===== src/rtl/sha1bs_pkg.sv =====
// ----------------------------------------------------------------------------
// sha1bs_pkg
// Shared types, constants and round functions of the SHA-1 byte-stream unit.
// ----------------------------------------------------------------------------
package sha1bs_pkg;

	localparam int unsigned NUM_WORDS   = 5;
	localparam int unsigned RING_DEPTH  = 16;
	localparam int unsigned NUM_ROUNDS  = 80;
	localparam int unsigned LEN_POS     = 56;

	typedef logic [31:0] word_t;
	typedef logic [6:0]  round_t;
	typedef logic [5:0]  pos_t;
	typedef logic [2:0]  sel_t;
	typedef logic [60:0] count_t;

	localparam word_t IV [NUM_WORDS] = '{
		32'h67452301, 32'hEFCDAB89, 32'h98BADCFE, 32'h10325476, 32'hC3D2E1F0
	};

	localparam word_t K_00_19 = 32'h5A827999;
	localparam word_t K_20_39 = 32'h6ED9EBA1;
	localparam word_t K_40_59 = 32'h8F1BBCDC;
	localparam word_t K_60_79 = 32'hCA62C1D6;

	localparam logic [7:0] PAD_BYTE = 8'h80;

	localparam round_t LAST_ROUND   = 7'(NUM_ROUNDS - 1);
	localparam round_t FIRST_EXPAND = 7'(RING_DEPTH);
	localparam pos_t   LAST_POS     = 6'd63;
	localparam pos_t   LEN_START    = 6'(LEN_POS);
	localparam sel_t   LAST_SEL     = 3'(NUM_WORDS - 1);

	typedef struct packed {
		logic       push;
		logic [7:0] data;
		logic [1:0] lane;
		logic       shift;
		logic       expand;
	} sched_ctrl_t;

	typedef struct packed {
		logic   load;
		logic   step;
		logic   add;
		logic   init;
		round_t t;
		sel_t   sel;
	} core_ctrl_t;

	function automatic word_t round_f(round_t t, word_t b, word_t c, word_t d);
		word_t f;
		if (t < 7'd20) begin
			f = (b & c) | (~b & d);
		end else if (t < 7'd40) begin
			f = b ^ c ^ d;
		end else if (t < 7'd60) begin
			f = (b & c) | (b & d) | (c & d);
		end else begin
			f = b ^ c ^ d;
		end
		return f;
	endfunction

	function automatic word_t round_k(round_t t);
		word_t k;
		if (t < 7'd20) begin
			k = K_00_19;
		end else if (t < 7'd40) begin
			k = K_20_39;
		end else if (t < 7'd60) begin
			k = K_40_59;
		end else begin
			k = K_60_79;
		end
		return k;
	endfunction

endpackage


===== src/rtl/sha1_byte_stream_hash_unit.sv =====
// ----------------------------------------------------------------------------
// sha1_byte_stream_hash_unit
// SHA-1 over a byte stream. The transaction that fills a 64-byte block is
// followed by 80 rounds on the shared round unit and the chaining add. On
// end_of_message the sequencer feeds padding and length one byte per cycle,
// then runs the compression, or pads and compresses a second block when one
// is needed; the five digest words then follow, h0 first, one per output
// transaction. in_ready is low throughout this work and while the digest is
// being read.
// ----------------------------------------------------------------------------
module sha1_byte_stream_hash_unit (
	input  logic        clk,
	input  logic        arst_n,
	input  logic        in_valid,
	output logic        in_ready,
	input  logic [7:0]  data_byte,
	input  logic        has_byte,
	input  logic        end_of_message,
	output logic        out_valid,
	input  logic        out_ready,
	output logic [31:0] digest_word,
	output logic        digest_last
);

	typedef enum logic [4:0] {
		S_IDLE  = 5'b00001,
		S_PAD   = 5'b00010,
		S_ROUND = 5'b00100,
		S_ADD   = 5'b01000,
		S_OUT   = 5'b10000
	} state_t;

	state_t                 state_q;
	sha1bs_pkg::round_t     round_q;
	sha1bs_pkg::pos_t       pos_q;
	sha1bs_pkg::count_t     count_q;
	sha1bs_pkg::sel_t       sel_q;
	logic                   pad_first_q;
	logic                   len_here_q;
	logic                   then_pad_q;
	logic                   then_out_q;

	sha1bs_pkg::sched_ctrl_t sched_ctrl;
	sha1bs_pkg::core_ctrl_t  core_ctrl;
	sha1bs_pkg::word_t       w;
	logic                    in_acc;
	logic                    out_acc;
	logic                    len_here;
	logic [63:0]             len_bits;
	logic [7:0]              len_byte;
	logic [7:0]              pad_byte;

	assign in_ready  = (state_q == S_IDLE);
	assign out_valid = (state_q == S_OUT);
	assign in_acc    = in_valid && in_ready;
	assign out_acc   = out_valid && out_ready;

	assign len_bits = {count_q, 3'b000};
	assign len_byte = len_bits[{3'd7 - pos_q[2:0], 3'b000} +: 8];
	assign len_here = pad_first_q ? (pos_q < sha1bs_pkg::LEN_START) : len_here_q;

	always_comb begin
		priority if (pad_first_q) begin
			pad_byte = sha1bs_pkg::PAD_BYTE;
		end else if (len_here_q && (pos_q >= sha1bs_pkg::LEN_START)) begin
			pad_byte = len_byte;
		end else begin
			pad_byte = 8'h00;
		end
	end

	always_comb begin
		sched_ctrl.push   = (in_acc && has_byte) || (state_q == S_PAD);
		sched_ctrl.data   = (state_q == S_PAD) ? pad_byte : data_byte;
		sched_ctrl.lane   = pos_q[1:0];
		sched_ctrl.shift  = (state_q == S_ROUND);
		sched_ctrl.expand = (round_q >= sha1bs_pkg::FIRST_EXPAND);

		core_ctrl.load = ((in_acc && has_byte) || (state_q == S_PAD))
		               && (pos_q == sha1bs_pkg::LAST_POS);
		core_ctrl.step = (state_q == S_ROUND);
		core_ctrl.add  = (state_q == S_ADD);
		core_ctrl.init = out_acc && (sel_q == sha1bs_pkg::LAST_SEL);
		core_ctrl.t    = round_q;
		core_ctrl.sel  = sel_q;
	end

	sha1bs_sched u_sched (
		.clk  (clk),
		.ctrl (sched_ctrl),
		.w    (w)
	);

	sha1bs_core u_core (
		.clk    (clk),
		.arst_n (arst_n),
		.ctrl   (core_ctrl),
		.w      (w),
		.digest (digest_word)
	);

	assign digest_last = (sel_q == sha1bs_pkg::LAST_SEL);

	always_ff @(posedge clk or negedge arst_n) begin
		if (!arst_n) begin
			state_q     <= S_IDLE;
			round_q     <= '0;
			pos_q       <= '0;
			count_q     <= '0;
			sel_q       <= '0;
			pad_first_q <= 1'b0;
			len_here_q  <= 1'b0;
			then_pad_q  <= 1'b0;
			then_out_q  <= 1'b0;
		end else begin
			unique case (state_q)
				S_IDLE: begin
					if (in_acc) begin
						if (has_byte) begin
							pos_q   <= pos_q + 6'd1;
							count_q <= count_q + 61'd1;
						end
						if (has_byte && (pos_q == sha1bs_pkg::LAST_POS)) begin
							state_q    <= S_ROUND;
							round_q    <= '0;
							then_pad_q <= end_of_message;
							then_out_q <= 1'b0;
							pad_first_q <= end_of_message;
						end else if (end_of_message) begin
							state_q     <= S_PAD;
							pad_first_q <= 1'b1;
						end
					end
				end
				S_PAD: begin
					pos_q       <= pos_q + 6'd1;
					pad_first_q <= 1'b0;
					len_here_q  <= len_here;
					if (pos_q == sha1bs_pkg::LAST_POS) begin
						state_q    <= S_ROUND;
						round_q    <= '0;
						then_pad_q <= !len_here;
						then_out_q <= len_here;
					end
				end
				S_ROUND: begin
					if (round_q == sha1bs_pkg::LAST_ROUND) begin
						state_q <= S_ADD;
						round_q <= '0;
					end else begin
						round_q <= round_q + 7'd1;
					end
				end
				S_ADD: begin
					priority if (then_out_q) begin
						state_q <= S_OUT;
						sel_q   <= '0;
					end else if (then_pad_q) begin
						state_q <= S_PAD;
						// second block after an overflowed pad: length goes here; after a full last block pad_first_q decides
						len_here_q <= !pad_first_q;
					end else begin
						state_q <= S_IDLE;
					end
				end
				S_OUT: begin
					if (out_acc) begin
						if (sel_q == sha1bs_pkg::LAST_SEL) begin
							state_q    <= S_IDLE;
							sel_q      <= '0;
							count_q    <= '0;
							pos_q      <= '0;
							len_here_q <= 1'b0;
						end else begin
							sel_q <= sel_q + 3'd1;
						end
					end
				end
				default: begin
					state_q <= S_IDLE;
				end
			endcase
		end
	end

endmodule


===== src/rtl/sha1bs_sched.sv =====
// ----------------------------------------------------------------------------
// sha1bs_sched
// Byte packer and 16-word schedule shift line; expands W[t] from round 16 on.
// ----------------------------------------------------------------------------
module sha1bs_sched (
	input  logic                    clk,
	input  sha1bs_pkg::sched_ctrl_t ctrl,
	output sha1bs_pkg::word_t       w
);

	logic [23:0]       part_q;
	sha1bs_pkg::word_t line_q [sha1bs_pkg::RING_DEPTH];
	sha1bs_pkg::word_t mix;
	sha1bs_pkg::word_t next_w;

	// slot 0 holds W[t-16], slot 15 holds W[t-1]
	assign mix    = line_q[13] ^ line_q[8] ^ line_q[2] ^ line_q[0];
	assign next_w = ctrl.expand ? {mix[30:0], mix[31]} : line_q[0];
	assign w      = next_w;

	always_ff @(posedge clk) begin
		if (ctrl.push) begin
			part_q <= {part_q[15:0], ctrl.data};
		end
		if ((ctrl.push && (ctrl.lane == 2'd3)) || ctrl.shift) begin
			for (int i = 0; i < sha1bs_pkg::RING_DEPTH - 1; i++) begin
				line_q[i] <= line_q[i + 1];
			end
			line_q[sha1bs_pkg::RING_DEPTH - 1] <= ctrl.shift ? next_w : {part_q, ctrl.data};
		end
	end

endmodule


===== src/rtl/sha1bs_core.sv =====
// ----------------------------------------------------------------------------
// sha1bs_core
// Shared round unit: working words a..e, chaining words and digest select.
// ----------------------------------------------------------------------------
module sha1bs_core (
	input  logic                   clk,
	input  logic                   arst_n,
	input  sha1bs_pkg::core_ctrl_t ctrl,
	input  sha1bs_pkg::word_t      w,
	output sha1bs_pkg::word_t      digest
);

	sha1bs_pkg::word_t chain_q [sha1bs_pkg::NUM_WORDS];
	sha1bs_pkg::word_t a_q, b_q, c_q, d_q, e_q;
	sha1bs_pkg::word_t tmp;

	assign tmp = {a_q[26:0], a_q[31:27]} + sha1bs_pkg::round_f(ctrl.t, b_q, c_q, d_q)
	           + e_q + sha1bs_pkg::round_k(ctrl.t) + w;

	always_ff @(posedge clk or negedge arst_n) begin
		if (!arst_n) begin
			a_q <= '0;
			b_q <= '0;
			c_q <= '0;
			d_q <= '0;
			e_q <= '0;
		end else if (ctrl.load) begin
			a_q <= chain_q[0];
			b_q <= chain_q[1];
			c_q <= chain_q[2];
			d_q <= chain_q[3];
			e_q <= chain_q[4];
		end else if (ctrl.step) begin
			a_q <= tmp;
			b_q <= a_q;
			c_q <= {b_q[1:0], b_q[31:2]};
			d_q <= c_q;
			e_q <= d_q;
		end
	end

	always_ff @(posedge clk or negedge arst_n) begin
		if (!arst_n) begin
			for (int i = 0; i < sha1bs_pkg::NUM_WORDS; i++) begin
				chain_q[i] <= sha1bs_pkg::IV[i];
			end
		end else if (ctrl.init) begin
			for (int i = 0; i < sha1bs_pkg::NUM_WORDS; i++) begin
				chain_q[i] <= sha1bs_pkg::IV[i];
			end
		end else if (ctrl.add) begin
			chain_q[0] <= chain_q[0] + a_q;
			chain_q[1] <= chain_q[1] + b_q;
			chain_q[2] <= chain_q[2] + c_q;
			chain_q[3] <= chain_q[3] + d_q;
			chain_q[4] <= chain_q[4] + e_q;
		end
	end

	always_comb begin
		unique case (ctrl.sel)
			3'd0:    digest = chain_q[0];
			3'd1:    digest = chain_q[1];
			3'd2:    digest = chain_q[2];
			3'd3:    digest = chain_q[3];
			3'd4:    digest = chain_q[4];
			default: digest = '0;
		endcase
	end

endmodule

===== config.mk =====
export PLATFORM = sky130hd
export DESIGN_NAME = sha1_byte_stream_hash_unit
export DESIGN_NICKNAME = d
export VERILOG_FILES = /design/src/rtl/sha1bs_pkg.sv /design/src/rtl/sha1_byte_stream_hash_unit.sv /design/src/rtl/sha1bs_sched.sv /design/src/rtl/sha1bs_core.sv
export SDC_FILE = /design/constraint.sdc
export NUM_CORES = 2
export LEC_CHECK = 0
export BUFFER_PORTS_ARGS = -buffer_cell sky130_fd_sc_hd__buf_2
export CORE_MARGIN = 2
export CORE_UTILIZATION = 69
export DETAILED_ROUTE_END_ITERATION = 7
export PLACE_DENSITY = 0.9
export SLEW_MARGIN = 20
export SYNTH_ARGS = -nofsm -noshare
export SYNTH_HDL_FRONTEND = slang
export SYNTH_HIERARCHICAL = 1
export SYNTH_SLANG_ARGS = --single-unit

===== constraint.sdc =====
create_clock -name clk -period 20.6 [get_ports clk]
set_clock_uncertainty 0.2 [all_clocks]
set_input_delay 1.03 -clock clk [delete_from_list [all_inputs] [get_ports clk]]
set_output_delay 1.03 -clock clk [all_outputs]
set_load 0.02 [all_outputs]

==> results.sh <==
export IMPL_fin_crit_sh_pct=33.82
export IMPL_path_class="reg2reg"
export IMPL_fill_cells=4516
export IMPL_setup_tns_ns=0
export IMPL_die_area_um2=75610
export IMPL_via_count=37557
export IMPL_grt_max_degree=209
export IMPL_reg2reg_from="round_q[4]"
export IMPL_antenna_found_initial=0
export IMPL_synthSimpleGateAreaFrac_pct=10.37
export IMPL_cap_violations=0
export IMPL_maxSlewHeadroom_pct=17.92
export IMPL_netlist_cell_type_count=91
export IMPL_grt_pass1_wl_um=211100
export IMPL_hold_end="u_sched/line_q[1][86]"
export IMPL_start_util_pct=69.56
export IMPL_holdCritPathClass="reg2reg"
export IMPL_r2r_end="u_core/a_q[27]"
export IMPL_synth_area_per_cell_um2=11.20
export IMPL_worstMarginPinSlew_ns=1.221
export IMPL_final_core_util_pct=75.42
export IMPL_synthToLayoutAreaGrowth_pct=8.429
export IMPL_cp_arrival_ns=7.29
export IMPL_synthMuxAreaShare_pct=5.912
export IMPL_grt_pass1_vias=36190
export IMPL_groute_usage_overall_pct=36.54
export IMPL_grt_overflow=0
export IMPL_htreeDepth=3
export IMPL_drive_above_1_share_pct=8.179
export IMPL_crit_path_max_fanout=21
export IMPL_cts_sinks=942
export IMPL_pin_count=49
export IMPL_instances_no_fill=5557
export IMPL_syn_inst=4522
export IMPL_yosys_warnings=6
export IMPL_hold_buffers=0
export IMPL_setup_viol=0
export IMPL_synth_fa_ha_area_share_pct=9.854
export IMPL_leakage_nw=20.14
export IMPL_fp_dieH_um=275.0
export IMPL_slew_viol_final=0
export IMPL_hold_start="u_sched/line_q[1][118]"
export IMPL_nets=4854
export IMPL_drt_wl_total_um=137200
export IMPL_cts_buffers=95
export IMPL_synth_top_family_by_area="compound AO/OA/AOI/OAI gates"
export IMPL_power_density_nw_per_um2=163.8
export IMPL_drcViolationCount=0
export IMPL_multiInputGateArea_um2=22630
export IMPL_clkSlewWorstSetupHoldPaths_ns=0.06
export IMPL_fp_dieW_um=275.0
export IMPL_cp_end_kind="flop"
export IMPL_ir_drop_mv=0.3267
export IMPL_final_area_um2=54930
export IMPL_async_flop_share_pct=43.10
export IMPL_clk_path_buf_depth=3
export IMPL_rsz0062_at_grt="no"
export IMPL_drt_pass1_iter_count=7
export IMPL_via_per_inst=6.759
export IMPL_synthXorXnorAreaFrac_pct=4.702
export IMPL_mappedNetlistArea_um2=50660
export IMPL_yosysSeqAreaShare_pct=52.02
export IMPL_cts_root_buf="clkbuf_16"
export IMPL_final_seq_area_um2=26360
export IMPL_drtIter0Drc=5167
export IMPL_numPlacedInstances=5378
export IMPL_wl_per_cell_um=24.69
export IMPL_ant_nets=0
export IMPL_hold_violations=0
export IMPL_post_cts_buffers=0
export IMPL_synth_compound_area_share_pct=13.76
export IMPL_holdPathStages=0
export IMPL_synth_seq_cells=942
export IMPL_synth_nets=4860
export IMPL_post_cts_resized=0
export IMPL_rrSetupSlack_ns=13.63
export IMPL_placed_cell_area_um2=51720
export IMPL_status="complete, no violations"
export IMPL_worstSetupStartpointType="flop"
export IMPL_max_freq_mhz=143.5
export IMPL_ys_flop_type="edfxtp_1"
export IMPL_period_minus_slack_ns=6.968
export IMPL_cts_tree="built"
export IMPL_io_buffers=48
export IMPL_r2r_cells=23
export IMPL_hpwl_um=91690
export IMPL_gp_congestion=0.9844
export IMPL_coreArea_um2=72830
export IMPL_required_ns=20.92
export IMPL_worstSkewPairLatency_ns=0.68
export IMPL_rows=99
export IMPL_synth_edff_count=536
[stage by stage]
stage | setup WS, ns | hold slack (ns) | total power [mW]
final | 13.63 | 0.1976 | 8.998
after global placement | 14.15 | 0.2002 | 6.865
after detailed placement | 13.98 | 0.2045 | 6.989
after CTS | 13.79 | 0.2011 | 8.868
after floorplan | 10.46 | 0.2003 | 5.892
after global routing | 13.22 | 0.2026 | 9.528
[final cells by class]
type                       count  area share (%)
clock inverter                46          0.9065
antenna                        1        0.004555
tap                          959           2.184
timing repair buffer          84           1.023
inverter                     256           1.786
sequential                   942           47.98
clock buffer                 132           4.915
multi-input combinational   3137           41.20
[cell usage after synthesis, drive strengths merged, types with 19 or more instances]
| cell | count | area share, % |
|---|---|---|
| a21oi | 319 | 3.2 |
| xor2 | 129 | 2.2 |
| o21ai | 428 | 4.2 |
| o211ai | 32 | 0.47 |
| ha | 199 | 4.9 |
| nor4 | 19 | 0.23 |
| o31ai | 38 | 0.56 |
| o21a | 24 | 0.36 |
| nand2b | 26 | 0.32 |
| or3 | 34 | 0.42 |
| nor2 | 295 | 2.2 |
| nand2 | 393 | 2.9 |
| nand3 | 83 | 0.82 |
| dfstp | 81 | 4.2 |
| clkbuf | 156 | 1.2 |
| nand4 | 37 | 0.47 |
| dfrtp | 325 | 16 |
| or4 | 25 | 0.38 |
| fa | 125 | 4.9 |
| a211oi | 22 | 0.33 |
| inv | 253 | 1.9 |
| edfxtp | 536 | 32 |
| xnor2 | 143 | 2.5 |
| buf | 31 | 0.33 |
| nor3 | 47 | 0.46 |
| a21o | 80 | 1.2 |
| o21bai | 19 | 0.28 |
| mux2i | 252 | 5.0 |
| nor2b | 59 | 0.73 |
| a221o | 46 | 0.91 |
| and3 | 33 | 0.41 |
[registers in the layout (all words and copies together), names as in the netlist, 5 cells and up]
register	flops
pos_q	6
u_core/e_q	32
u_sched/line_q	512
u_core/chain_q	160
u_core/c_q	32
count_q	61
u_core/a_q	32
u_core/b_q	32
u_core/d_q	32
u_sched/part_q	24
state_q	5
round_q	7
[cells in the final DEF, fill, tap and decap left out, types with 25 or more instances in the layout]
master,instances
a21o_1,80
a21oi_1,318
a221o_1,46
and3_1,33
buf_2,47
buf_4,32
clkbuf_16,98
dfrtp_1,324
dfstp_2,81
edfxtp_1,536
fa_1,125
ha_1,199
inv_1,247
mux2i_1,252
nand2_1,393
nand2b_1,25
nand3_1,83
nand4_1,36
nor2_1,293
nor2b_1,59
nor3_1,46
o211ai_1,32
o21ai_0,339
o21ai_1,88
o31ai_1,38
or3_1,33
xnor2_1,143
xor2_1,129
[power breakdown]
group | leakage (nW) | internal (mW) | switching (mW)
sequential | 9.07 | 2.20 | 0.221
clock | 1.54 | 1.00 | 0.770
combinational | 9.53 | 1.95 | 2.85
[per-layer routing]
metal	routed length (um)	vias to the layer above	share of wire, %	track usage [%]
met5	0	-	0	0
met4	7768	0	5.7	17.47
met3	14700	508	11	7.786
met2	61860	2381	45	55.98
met1	52900	18299	39	50.32
li1	-	16369	-	-
[worst max-delay path, stage by stage, from the launching register on]
cell      delay [ns]
dfrtp_1         0.48
a41oi_1         0.79
nand2_1         0.13
buf_4           0.26
inv_2           0.42
nor2_2          0.07
buf_4           0.25
a221oi_1        0.37
fa_1            0.48
fa_1            0.53
inv_1           0.05
ha_1            0.21
inv_1           0.09
fa_1            0.22
nor2b_1         0.06
o21a_1          0.17
o21ai_1         0.23
a21oi_1         0.15
o21a_1          0.29
a22o_1          0.28
o41ai_1         0.52
xnor2_1         0.18
mux2i_1         0.25
o21ai_1         0.10
[how the worst max path moves through the flow]
stage | depth (start not counted) | start | end
after floorplan | 5 | state_q[2] | u_sched/line_q[0][0]
after CTS | 23 | round_q[4] | u_core/a_q[27]
after global routing | 23 | round_q[4] | u_core/a_q[27]
after detailed placement | 22 | round_q[4] | u_core/a_q[29]
final | 23 | round_q[4] | u_core/a_q[27]
after global placement | 23 | round_q[4] | u_core/a_q[23]
[cells by family (layout without fill, tap and decap cells)]
kind of cell               count (synthesis)  in the layout
buffers and inverters                    443            518
AOI/OAI and AO/OA                       1144           1144
xor gates and xnor gates                 272            272
and+or+nand+nor                         1118           1118
muxes                                    279            279
other                                      0              1
DFF                                      942            942
adders and majority gates                324            324
(Power assumes the default switching activity.)
